File: src/rtl/mlt_pkg.sv
// ----------------------------------------------------------------------------
// mlt_pkg
// Types, timing budgets and codes shared by the LCD mode/line timer.
// ----------------------------------------------------------------------------
package mlt_pkg;

    localparam int CYCLES_W = 8;
    localparam int COUNT_W  = 16;
    localparam int LINE_W   = 8;
    localparam int MODE_W   = 2;
    localparam int CFG_W    = 8;
    localparam int IRQ_EN_W = 4;
    localparam int BUDGET_W = 11;

    localparam logic [BUDGET_W-1:0] HBLANK_LEN    = 11'd204;
    localparam logic [BUDGET_W-1:0] LINE_LEN      = 11'd456;
    localparam logic [BUDGET_W-1:0] SEARCH_LEN    = 11'd80;
    localparam logic [BUDGET_W-1:0] TRANSFER_LEN  = 11'd172;
    localparam logic [LINE_W-1:0]   VISIBLE_LINES = 8'd144;
    localparam logic [LINE_W-1:0]   TOTAL_LINES   = 8'd154;

    localparam logic [COUNT_W-1:0] COUNT_MAX = '1;

    // status interrupt enable bits
    localparam int IRQ_EN_HBLANK = 0;
    localparam int IRQ_EN_VBLANK = 1;
    localparam int IRQ_EN_SEARCH = 2;
    localparam int IRQ_EN_COIN   = 3;

    // request kinds
    localparam logic KIND_TICK    = 1'b0;
    localparam logic KIND_DISABLE = 1'b1;

    // configuration register indexes
    localparam logic CFG_LINE_COMPARE = 1'b0;
    localparam logic CFG_IRQ_ENABLES  = 1'b1;

    // mode codes as seen on the result channel
    localparam logic [MODE_W-1:0] MODE_CODE_HBLANK   = 2'd0;
    localparam logic [MODE_W-1:0] MODE_CODE_VBLANK   = 2'd1;
    localparam logic [MODE_W-1:0] MODE_CODE_SEARCH   = 2'd2;
    localparam logic [MODE_W-1:0] MODE_CODE_TRANSFER = 2'd3;

    typedef enum logic [3:0] {
        MODE_HBLANK   = 4'b0001,
        MODE_VBLANK   = 4'b0010,
        MODE_SEARCH   = 4'b0100,
        MODE_TRANSFER = 4'b1000
    } t_mode;

    typedef struct packed {
        logic                kind;
        logic [CYCLES_W-1:0] cycles;
    } t_req;

    typedef struct packed {
        logic [MODE_W-1:0] mode;
        logic [LINE_W-1:0] line;
        logic              coincidence;
        logic              status_irq;
        logic              vblank_irq;
        logic              line_done;
        logic              frame_done;
    } t_rsp;

    typedef struct packed {
        logic [COUNT_W-1:0] count;
        logic [LINE_W-1:0]  line;
        t_mode              mode;
        logic               coin;
    } t_state;

    typedef struct packed {
        logic [LINE_W-1:0]   line_compare;
        logic [IRQ_EN_W-1:0] irq_en;
    } t_cfg;

    function automatic logic [MODE_W-1:0] mode_code(input t_mode m);
        logic [MODE_W-1:0] c;
        case (m)
            MODE_HBLANK:   c = MODE_CODE_HBLANK;
            MODE_VBLANK:   c = MODE_CODE_VBLANK;
            MODE_SEARCH:   c = MODE_CODE_SEARCH;
            MODE_TRANSFER: c = MODE_CODE_TRANSFER;
            default:       c = MODE_CODE_HBLANK;
        endcase
        return c;
    endfunction

endpackage

File: src/rtl/mlt_step.sv
// ----------------------------------------------------------------------------
// mlt_step
// One request worth of timer update: add, saturate, budget check, mode
// transition, line advance and coincidence compare, or a disable to H-blank.
// ----------------------------------------------------------------------------
module mlt_step import mlt_pkg::*; (
    input  t_req   i_req,
    input  t_state i_state,
    input  t_cfg   i_cfg,
    output t_state o_state,
    output t_rsp   o_rsp
);

    logic [COUNT_W:0]   sum;
    logic [COUNT_W-1:0] sat;
    logic [COUNT_W-1:0] budget;
    logic [COUNT_W-1:0] sub;
    logic               hit;
    logic [LINE_W-1:0]  line_inc;
    t_state             nxt;
    logic               sirq;
    logic               virq;
    logic               ldone;
    logic               fdone;

    assign sum      = {1'b0, i_state.count} + (COUNT_W+1)'(i_req.cycles);
    assign sat      = sum[COUNT_W] ? COUNT_MAX : sum[COUNT_W-1:0];
    assign sub      = sat - budget;
    assign hit      = (sat >= budget);
    assign line_inc = i_state.line + 8'd1;

    always_comb begin
        case (i_state.mode)
            MODE_HBLANK:   budget = COUNT_W'(HBLANK_LEN);
            MODE_VBLANK:   budget = COUNT_W'(LINE_LEN);
            MODE_SEARCH:   budget = COUNT_W'(SEARCH_LEN);
            MODE_TRANSFER: budget = COUNT_W'(TRANSFER_LEN);
            default:       budget = COUNT_W'(TRANSFER_LEN);
        endcase
    end

    always_comb begin
        nxt   = i_state;
        sirq  = 1'b0;
        virq  = 1'b0;
        ldone = 1'b0;
        fdone = 1'b0;
        if (i_req.kind == KIND_DISABLE) begin
            nxt.count = '0;
            nxt.line  = '0;
            nxt.mode  = MODE_HBLANK;
            sirq      = i_cfg.irq_en[IRQ_EN_HBLANK];
        end else begin
            nxt.count = hit ? sub : sat;
            if (hit) begin
                case (i_state.mode)
                    MODE_HBLANK: begin
                        ldone    = 1'b1;
                        nxt.line = line_inc;
                        if (line_inc == VISIBLE_LINES) begin
                            virq     = 1'b1;
                            nxt.mode = MODE_VBLANK;
                            sirq     = i_cfg.irq_en[IRQ_EN_VBLANK];
                        end else begin
                            nxt.mode = MODE_SEARCH;
                            sirq     = i_cfg.irq_en[IRQ_EN_SEARCH];
                        end
                    end
                    MODE_VBLANK: begin
                        nxt.line = line_inc;
                        if (line_inc >= TOTAL_LINES) begin
                            fdone    = 1'b1;
                            nxt.line = '0;
                            nxt.mode = MODE_SEARCH;
                            sirq     = i_cfg.irq_en[IRQ_EN_SEARCH];
                        end
                    end
                    MODE_SEARCH: begin
                        nxt.mode = MODE_TRANSFER;
                    end
                    MODE_TRANSFER: begin
                        nxt.mode = MODE_HBLANK;
                        sirq     = i_cfg.irq_en[IRQ_EN_HBLANK];
                    end
                    default: begin
                        nxt.mode = MODE_HBLANK;
                    end
                endcase
            end
            nxt.coin = (nxt.line == i_cfg.line_compare);
            if (nxt.coin && i_cfg.irq_en[IRQ_EN_COIN]) begin
                sirq = 1'b1;
            end
        end
    end

    assign o_state = nxt;

    assign o_rsp.mode        = mode_code(nxt.mode);
    assign o_rsp.line        = nxt.line;
    assign o_rsp.coincidence = nxt.coin;
    assign o_rsp.status_irq  = sirq;
    assign o_rsp.vblank_irq  = virq;
    assign o_rsp.line_done   = ldone;
    assign o_rsp.frame_done  = fdone;

endmodule

File: config.mk
export PLATFORM = sky130hd
export DESIGN_NAME = mlt_step
export DESIGN_NICKNAME = d
export VERILOG_FILES = /design/src/rtl/mlt_pkg.sv /design/src/rtl/mlt_step.sv
export SDC_FILE = /design/constraint.sdc
export NUM_CORES = 1
export LEC_CHECK = 0
export ABC_AREA = 1
export BUFFER_PORTS_ARGS = -buffer_cell sky130_fd_sc_hd__buf_2
export CORE_MARGIN = 2
export CORE_UTILIZATION = 45
export DETAILED_ROUTE_END_ITERATION = 8
export PLACE_DENSITY_LB_ADDON = 0.08
export SYNTH_ARGS = -nofsm -noshare
export SYNTH_HDL_FRONTEND = slang
export SYNTH_SLANG_ARGS = --single-unit
File: constraint.sdc
create_clock -name vclk -period 3.8
set_input_delay 0.38 -clock vclk [all_inputs]
set_output_delay 0.38 -clock vclk [all_outputs]
set_load 0.005 [all_outputs]
==> results.py, run 1 <==
metrics = {
    "sta": {
        "setup_tns_ns": -2.36,
        "finalSetupViolCount": 24,
        "slew_viol_final": 0,
        "fin_crit_sh_pct": 105,
        "finalHoldViolCount": 0,
        "whs_ns": 1.05,
        "period_minus_slack_ns": 4.00,
        "relSlewSlack_pct": 60.2,
        "worst_pin_slew_ns": 0.596,
        "fin_ws_ns": -0.202,
        "grt_setup_unrepaired": "true",
        "max_clock_freq_mhz": 250,
    },
    "pwr": {
        "power_density_nw_per_um2": 181,
        "ir_worst_vdd_mv": 0.124,
        "power_leakage_uw": 0.00218,
    },
    "critical_path": {
        "cpPeakStageDelay_ns": 0.34,
        "crit_buf_inv": 5,
        "crit_path_end_kind": "output pin",
        "path_max_fanout": 6,
        "start_kind": "primary input",
        "critPathSlowestCell": "fa_2",
        "arrival_ns": 3.62,
        "worstSetupPathType": "in -> out",
        "cp.required_ns": 3.42,
        "critPathTopFamily": "simple AND/OR/NAND/NOR gates",
        "crit_top_cell": "nand2_1",
    },
    "logic_synthesis": {
        "synth_warnings": 0,
        "synth_fp_nets": 533,
        "ys_seq_area_share_pct": 0,
        "syn_inst": 463,
        "syn_area_per_cell_um2": 5.32,
        "synth_area_um2": 2460,
        "synth.distinct_cells": 44,
    },
    "grt": {
        "grt.total_usage_pct": 26.8,
        "grt_max_degree": 20,
        "antenna_found_initial": 0,
        "gr-total-overflow": 0,
        "grt_pass1_wl_um": 13900,
        "grt_pass1_vias": 3110,
    },
    "final_layout": {
        "multiInputGateArea_um2": 2420,
        "n_clock_buffer": 0,
        "area_growth_pct": 56.8,
        "regArea_um2": 0,
        "n_antenna_cell": 0,
        "fin_nets": 680,
        "n_fill_cell": 462,
        "final_layout_size_suffix_gt1_share_pct": 41.3,
        "seq_cell_count": 0,
        "stdcell_area_um2": 3860,
    },
    "outcome": {
        "violations": "setup timing",
        "status": "finished with violations",
    },
    "die": {
        "dieArea_um2": 6080,
        "die_y_um": 78.0,
        "boundaryPins": 94,
        "core_area_um2": 5200,
        "start_util_pct": 47.3,
        "core.rowCount": 26,
        "die_w_um": 78.0,
    },
    "place": {
        "postPlaceCellArea_um2": 3390,
        "port_buffers": 94,
        "dpl.hpwl_um": 6720,
        "gp_congestion": 0.871,
    },
    "worst_hold_path": {
        "hold_path.class": "in -> out",
    },
    "routing": {
        "routed_wl_um": 8540,
        "first_pass_iters": 5,
        "drtIter0Drc": 187,
        "ant_nets": 0,
        "wl_per_cell_um": 12.6,
        "detail_route.vias_per_cell": 5.11,
        "drc": 0,
        "routed-via-count": 3464,
    },
    "clocking": {
        "hold_buffers": 0,
    },
    "flow_run": {
        "max-cap-violations": 0,
    },
}
-- cells in the mapped netlist, drive strengths merged (8+ instances only) --
cell   number  area share (%)
nand2     124              20
inv        78              12
nand3      59              13
nor2       55              10
a21oi      25             5.2
o21ai      21             4.6
ha         18             9.2
buf        17             5.1
xor2       13             4.9
nand4       8             2.0
nor3        8             1.8
or2         8             2.0
-- power by group --
group	internal, uW	switching, uW	leakage (uW)	total (uW)
Clock	0	0	0	0
Sequential	0	0	0	0
Combinational	344	353	0.00218	697
-- path summary, 6_finish.rpt --
check	to	cells after the start	slack (ns)	start
worst min-delay path	o_rsp[4]	4	1.05	i_state[0]
worst max-delay path	o_rsp[3]	27	-0.20	i_req[0]
-- per-layer routing --
layer	GRT usage, %	up-vias	share of wire, %
met4	2.11	0	0.68
met1	39.4	1557	47
met3	1.98	6	6.5
met2	44.3	128	46
li1	-	1773	-
met5	0	-	0
-- placed cells by master, fill, tap and decap left out, drive strengths merged, types with 2 or more instances in the layout --
master	instances
buf	164
nand2	124
inv	79
nand3	59
nor2	55
a21oi	25
o21ai	21
ha	18
xor2	13
nand4	8
nor3	8
or2	8
nand3b	4
xnor2	4
o211ai	3
a211oi	2
a22oi	2
and3	2
fa	2
-- layout make-up --
cell class                 instances  share of cell area (%)
tap                               70                    2.27
timing repair inverter             1                  0.0973
multi-input combinational        365                    62.7
inverter                          78                    7.78
timing repair buffer             164                    27.1
-- stage by stage --
| step | setup WS, ns | total power (uW) | util (%) | instances |
|---|---|---|---|---|
| floorplan | 0.00431 | 352 | - | 463 |
| global placement | -0.204 | 579 | 65.2 | 663 |
| detailed placement | -0.262 | 591 | 65.2 | 663 |
| CTS | -0.143 | 635 | 69.1 | 672 |
| global route | -0.384 | 763 | 74.1 | 678 |
| finish | -0.202 | 697 | 74.1 | 678 |
-- what timing repair did --
item	4_1_cts	5_1_grt
pin swaps	13	11
cloned	1	0
endpoints found under the setup margin	24	42
gates resized for setup	37	45
setup buffers	8	6
hold endpoints to repair	0	0
-- worst min-delay path, delay by kind of cell --
| family | cells | cell delay (ns) |
|---|---|---|
| and+or+nand+nor | 2 | 0.11 |
| buffers and inverters | 2 | 0.18 |
-- cells by family after synthesis --
kind of cell             synth area share, %
AO/OA/AOI/OAI                           13.8
adder cells (fa/ha/maj)                 10.8
XOR/XNOR                                6.35
AND/OR/NAND/NOR                         51.6
buffers and inverters                   17.5
Power figures use the tool's default switching activity.
==> inputs of run 2 (changes only) <==
==> constraint.sdc (replaced) <==
create_clock -name vclk -period 3.8
set_input_delay 0.76 -clock vclk [all_inputs]
set_output_delay 0.76 -clock vclk [all_outputs]
set_load 0.005 [all_outputs]
==> run 2 against run 1 <==
- the run still ends with setup timing left
- combinational power rose by 11%
- highest routed layer unchanged
- first-iteration DRC count rose by 42%
- worst hold slack improved by 0.76 ns
- clock-buffer cell count did not move
- routed wire length rose by 18%
- via count rose by 10%
- global-route usage rose by 4.1 points
- critical path depth fell by 2
- largest power group unchanged
- sequential share of layout area did not move
- setup slack got worse by 0.89 ns
- sequential cell count did not move
==> results.py, run 2 (same netlist as run 1, synthesis figures left out) <==
metrics = {
    "final_layout": {
        "area_growth_pct": 75.3,
        "layout_common_cells": "buf_4 (108), nand2_1 (99), buf_2 (90)",
        "fin_cells": 731,
        "fin_nets": 733,
        "seq_cell_count": 0,
        "regArea_um2": 0,
        "final_common_cell": "buf_4",
        "n_antenna_cell": 0,
        "n_clock_buffer": 0,
        "n_fill_cell": 367,
        "final_layout_size_suffix_gt1_share_pct": 48.0,
    },
    "pwr": {
        "power_frac_seq_pct": 0,
        "power_leakage_uw": 0.00245,
        "power_density_nw_per_um2": 180,
        "ir_worst_vdd_mv": 0.112,
        "p_sw_uw": 385,
        "power_frac_comb_pct": 100.0,
        "swShare_pct": 49.5,
        "p_clk_share_pct": 0,
        "p_int_uw": 392,
    },
    "grt": {
        "gr-total-overflow": 0,
        "grt_pass1_vias": 3528,
        "grt_pass1_wl_um": 15800,
        "grt.total_usage_pct": 30.9,
        "grt_max_degree": 20,
        "antenna_found_initial": 0,
    },
    "worst_hold_path": {
        "min_to": "o_rsp[4]",
        "hold_depth": 4,
        "hp-start": "i_state[0]",
        "hold_path.class": "in -> out",
    },
    "outcome": {
        "violations": "setup timing",
        "status": "finished with violations",
    },
    "place": {
        "port_buffers": 94,
        "dpl.hpwl_um": 7130,
        "dpl.cell_count": 702,
        "gp_congestion": 0.926,
    },
    "sta": {
        "period_minus_slack_ns": 4.89,
        "slew_viol_final": 0,
        "relSlewSlack_pct": 60.0,
        "finalSetupViolCount": 42,
        "fin_crit_sh_pct": 129,
        "finalHoldViolCount": 0,
        "grt_setup_unrepaired": "true",
        "max_clock_freq_mhz": 205,
        "setup_tns_ns": -37.10,
        "worst_pin_slew_ns": 0.600,
        "fin_ws_ns": -1.09,
    },
    "critical_path": {
        "crit_top_cell": "nand3_4",
        "crit_buf_inv": 5,
        "crit_path_end_kind": "output pin",
        "arrival_ns": 4.13,
        "cpPeakStageDelay_ns": 0.38,
        "worstSetupPathType": "in -> out",
        "critPathTopFamily": "simple AND/OR/NAND/NOR gates",
        "critPathSlowestCell": "fa_2",
        "start_kind": "primary input",
        "cp.required_ns": 3.04,
        "path_max_fanout": 8,
    },
    "die": {
        "die_y_um": 78.0,
        "core.rowCount": 26,
        "start_util_pct": 47.3,
        "boundaryPins": 94,
        "dieArea_um2": 6080,
        "core_area_um2": 5200,
        "die_w_um": 78.0,
    },
    "routing": {
        "first_pass_iters": 5,
        "detail_route.vias_per_cell": 5.22,
        "ant_nets": 0,
        "drc": 0,
        "drtIter0Drc": 266,
        "routed-via-count": 3816,
        "routed_wl_um": 10000,
        "wl_per_cell_um": 13.7,
    },
    "flow_run": {
        "max-cap-violations": 0,
    },
    "clocking": {
        "hold_buffers": 0,
    },
}
run 2: cell types whose count changed in the layout (fill, tap and decap cells not counted), sizes merged:
cell | before | now
buf | 164 | 217
inv | 79 | 78
nand2 | 124 | 125
run 2: layout make-up:
cell class / instances / area [um^2] / share of cell area (%)
repair buffers: 217 / 1480 / 34.4
inverters: 78 / 305 / 7.08
well taps: 70 / 87.6 / 2.03
multi-input cells: 366 / 2440 / 56.5
run 2: tightest hold or removal path: stages:
cell and delay (ns):
buf_2 0.07, nand2_1 0.04, nand2_1 0.06, buf_2 0.10
run 2: per-stage QoR:
| stage | util (%) | total power [uW] | instance area (um^2) | setup slack, ns | hold slack, ns |
|---|---|---|---|---|---|
| floorplan | - | 363 | 2620 | -0.718 | 1.63 |
| global placement | 72.4 | 619 | 3770 | -0.979 | 1.80 |
| detailed placement | 72.4 | 628 | 3770 | -1.04 | 1.80 |
| CTS | 79.3 | 715 | 4130 | -0.906 | 1.80 |
| global route | 82.9 | 840 | 4310 | -1.25 | 1.85 |
| finish | 82.9 | 777 | 4310 | -1.09 | 1.80 |
run 2: power by group through the flow:
stage	logic, uW	clock network, uW	registers, uW
after floorplan	363	0	0
after global placement	619	0	0
after detailed placement	628	0	0
after CTS	715	0	0
after global routing	840	0	0
final	777	0	0
run 2: what timing repair did:
action | 4_1_cts | 5_1_grt
gates cloned | 1 | 1
setup buffers | 22 | 8
setup endpoints to repair | 42 | 42
endpoints found under the hold margin | 0 | 0
gates resized for setup | 49 | 39
pin swaps | 36 | 26
run 2: worst max-delay path by stage:
stage                           start    endpoint  slack (ns)  cells past startpoint
after global routing      i_state[13]  o_state[0]       -1.25                     27
after floorplan              i_req[0]  o_state[0]       -0.72                     26
after CTS                 i_state[13]    o_rsp[4]       -0.91                     26
final                     i_state[13]    o_rsp[3]       -1.09                     25
after global placement       i_req[0]    o_rsp[4]       -0.98                     28
after detailed placement     i_req[0]    o_rsp[3]       -1.04                     26
run 2: per-layer routing:
layer / share of wire (%) / wire, um / global-route usage, %
met4: 1.4 / 145 / 4.56
met1: 45 / 4570 / 42.0
met3: 5.4 / 546 / 1.63
met2: 48 / 4790 / 54.7
met5: 0 / 0 / 0
==> inputs of run 3 (changes only) <==
Settings changed: SETUP_SLACK_MARGIN from default to 0.2.
==> run 3 against run 2 <==
- the flow still finishes with violations (setup timing)
- setup slack lost 0.0044 ns
- sequential share of layout area is the same
- die area is the same
- critical path depth is the same
- combinational power shrank 1%
- total power shrank 1.4%
- clock-buffer cell count is the same
- first-iteration DRC count shrank 9.8%
- final cell count shrank 0.27%
- non-clock buffer count shrank 2
- worst hold slack is essentially flat
- largest power group unchanged
- routed wire length shrank 2.3%
==> results.py, run 3 (same netlist as run 1, synthesis figures left out) <==
metrics = {
    "grt": {
        "antenna_found_initial": 0,
        "grt_max_degree": 20,
        "grt_pass1_wl_um": 15800,
        "grt.total_usage_pct": 30.9,
        "grt_pass1_vias": 3528,
        "gr-total-overflow": 0,
    },
    "routing": {
        "m1WireLength_um": 4460,
        "top_layer": "met4",
        "routed_wl_um": 9820,
        "drc": 0,
        "met3_length_um": 593,
        "drtIter0Drc": 240,
        "routed-via-count": 3761,
        "wl_per_cell_um": 13.5,
        "ant_nets": 0,
        "dr_wl_met2_um": 4630,
        "detail_route.vias_per_cell": 5.16,
        "first_pass_iters": 5,
    },
    "critical_path": {
        "cp.required_ns": 3.04,
        "path_max_fanout": 8,
        "crit_buf_inv": 5,
        "worstSetupPathType": "in -> out",
        "arrival_ns": 4.13,
        "critPathSlowestCell": "fa_2",
        "critPathTopFamily": "simple AND/OR/NAND/NOR gates",
        "crit_path_end_kind": "output pin",
        "crit_top_cell": "nand3_4",
        "cpPeakStageDelay_ns": 0.38,
        "start_kind": "primary input",
    },
    "sta": {
        "finalHoldViolCount": 0,
        "worst_pin_slew_ns": 0.570,
        "setup_tns_ns": -37.41,
        "max_clock_freq_mhz": 204,
        "slew_viol_final": 0,
        "relSlewSlack_pct": 61.9,
        "finalSetupViolCount": 42,
        "grt_setup_unrepaired": "true",
        "fin_ws_ns": -1.09,
        "period_minus_slack_ns": 4.89,
        "whs_ns": 1.80,
        "fin_crit_sh_pct": 129,
    },
    "final_layout": {
        "n_fill_cell": 370,
        "layout_common_cells": "buf_4 (107), nand2_1 (100), buf_2 (91)",
        "seq_cell_count": 0,
        "utilization_pct": 82.5,
        "final_layout_size_suffix_gt1_share_pct": 47.6,
        "area_growth_pct": 74.5,
        "stdcell_area_um2": 4290,
        "n_antenna_cell": 0,
        "n_clock_buffer": 0,
        "regArea_um2": 0,
        "fin_nets": 731,
        "final_common_cell": "buf_4",
    },
    "pwr": {
        "p_clk_share_pct": 0,
        "p_int_uw": 384,
        "p_sw_uw": 381,
        "power_density_nw_per_um2": 178,
        "power_frac_comb_pct": 100.0,
        "power_frac_seq_pct": 0,
        "swShare_pct": 49.8,
        "power_leakage_uw": 0.00244,
        "ir_worst_vdd_mv": 0.110,
    },
    "die": {
        "core_area_um2": 5200,
        "start_util_pct": 47.3,
        "die_w_um": 78.0,
        "boundaryPins": 94,
        "core.rowCount": 26,
        "dieArea_um2": 6080,
        "die_y_um": 78.0,
    },
    "outcome": {
        "status": "finished with violations",
        "violations": "setup timing",
    },
    "place": {
        "gp_congestion": 0.926,
        "postPlaceCellArea_um2": 3770,
        "port_buffers": 94,
        "dpl.hpwl_um": 7130,
    },
    "worst_hold_path": {
        "hold_path.class": "in -> out",
    },
    "flow_run": {
        "max-cap-violations": 0,
    },
}
[run 3: timing repair]
action,4_1_cts,5_1_grt
setup buffers,22,3
resized for setup,49,35
pin swaps,36,23
gates cloned,1,1
endpoints found under the setup margin,42,42
hold buffers,0,0
[run 3: path summary, 6_finish.rpt]
| check | start | endpoint | slack (ns) | depth (start not counted) |
|---|---|---|---|---|
| worst max-delay path | i_state[13] | o_rsp[3] | -1.09 | 25 |
| worst min-delay path | i_state[0] | o_rsp[4] | 1.80 | 4 |
[run 3: stage by stage]
step                      power, uW  instances  setup slack (ns)
after floorplan                 363        463            -0.718
after global placement          619        702            -0.979
after detailed placement        628        702             -1.04
after CTS                       715        725            -0.906
after global routing            829        729             -1.24
final                           766        729             -1.09
[run 3: power groups by stage]
| stage | logic [uW] | clock network, uW | registers (uW) |
|---|---|---|---|
| finish | 766 | 0 | 0 |
| global route | 829 | 0 | 0 |
| CTS | 715 | 0 | 0 |
| detailed placement | 628 | 0 | 0 |
| global placement | 619 | 0 | 0 |
| floorplan | 363 | 0 | 0 |
[run 3: layout make-up]
class                           count  area (um^2)  area share, %
Multi-Input combinational cell    366         2440           56.9
Timing Repair Buffer              215         1460           34.0
Inverter                           78          305           7.11
Tap cell                           70         87.6           2.04
[run 3: routing by layer]
metal,global-route usage [%],up-vias
met4,4.56,0
met3,1.63,16
met5,0,-
met1,42.0,1678
met2,54.7,183
li1,-,1884
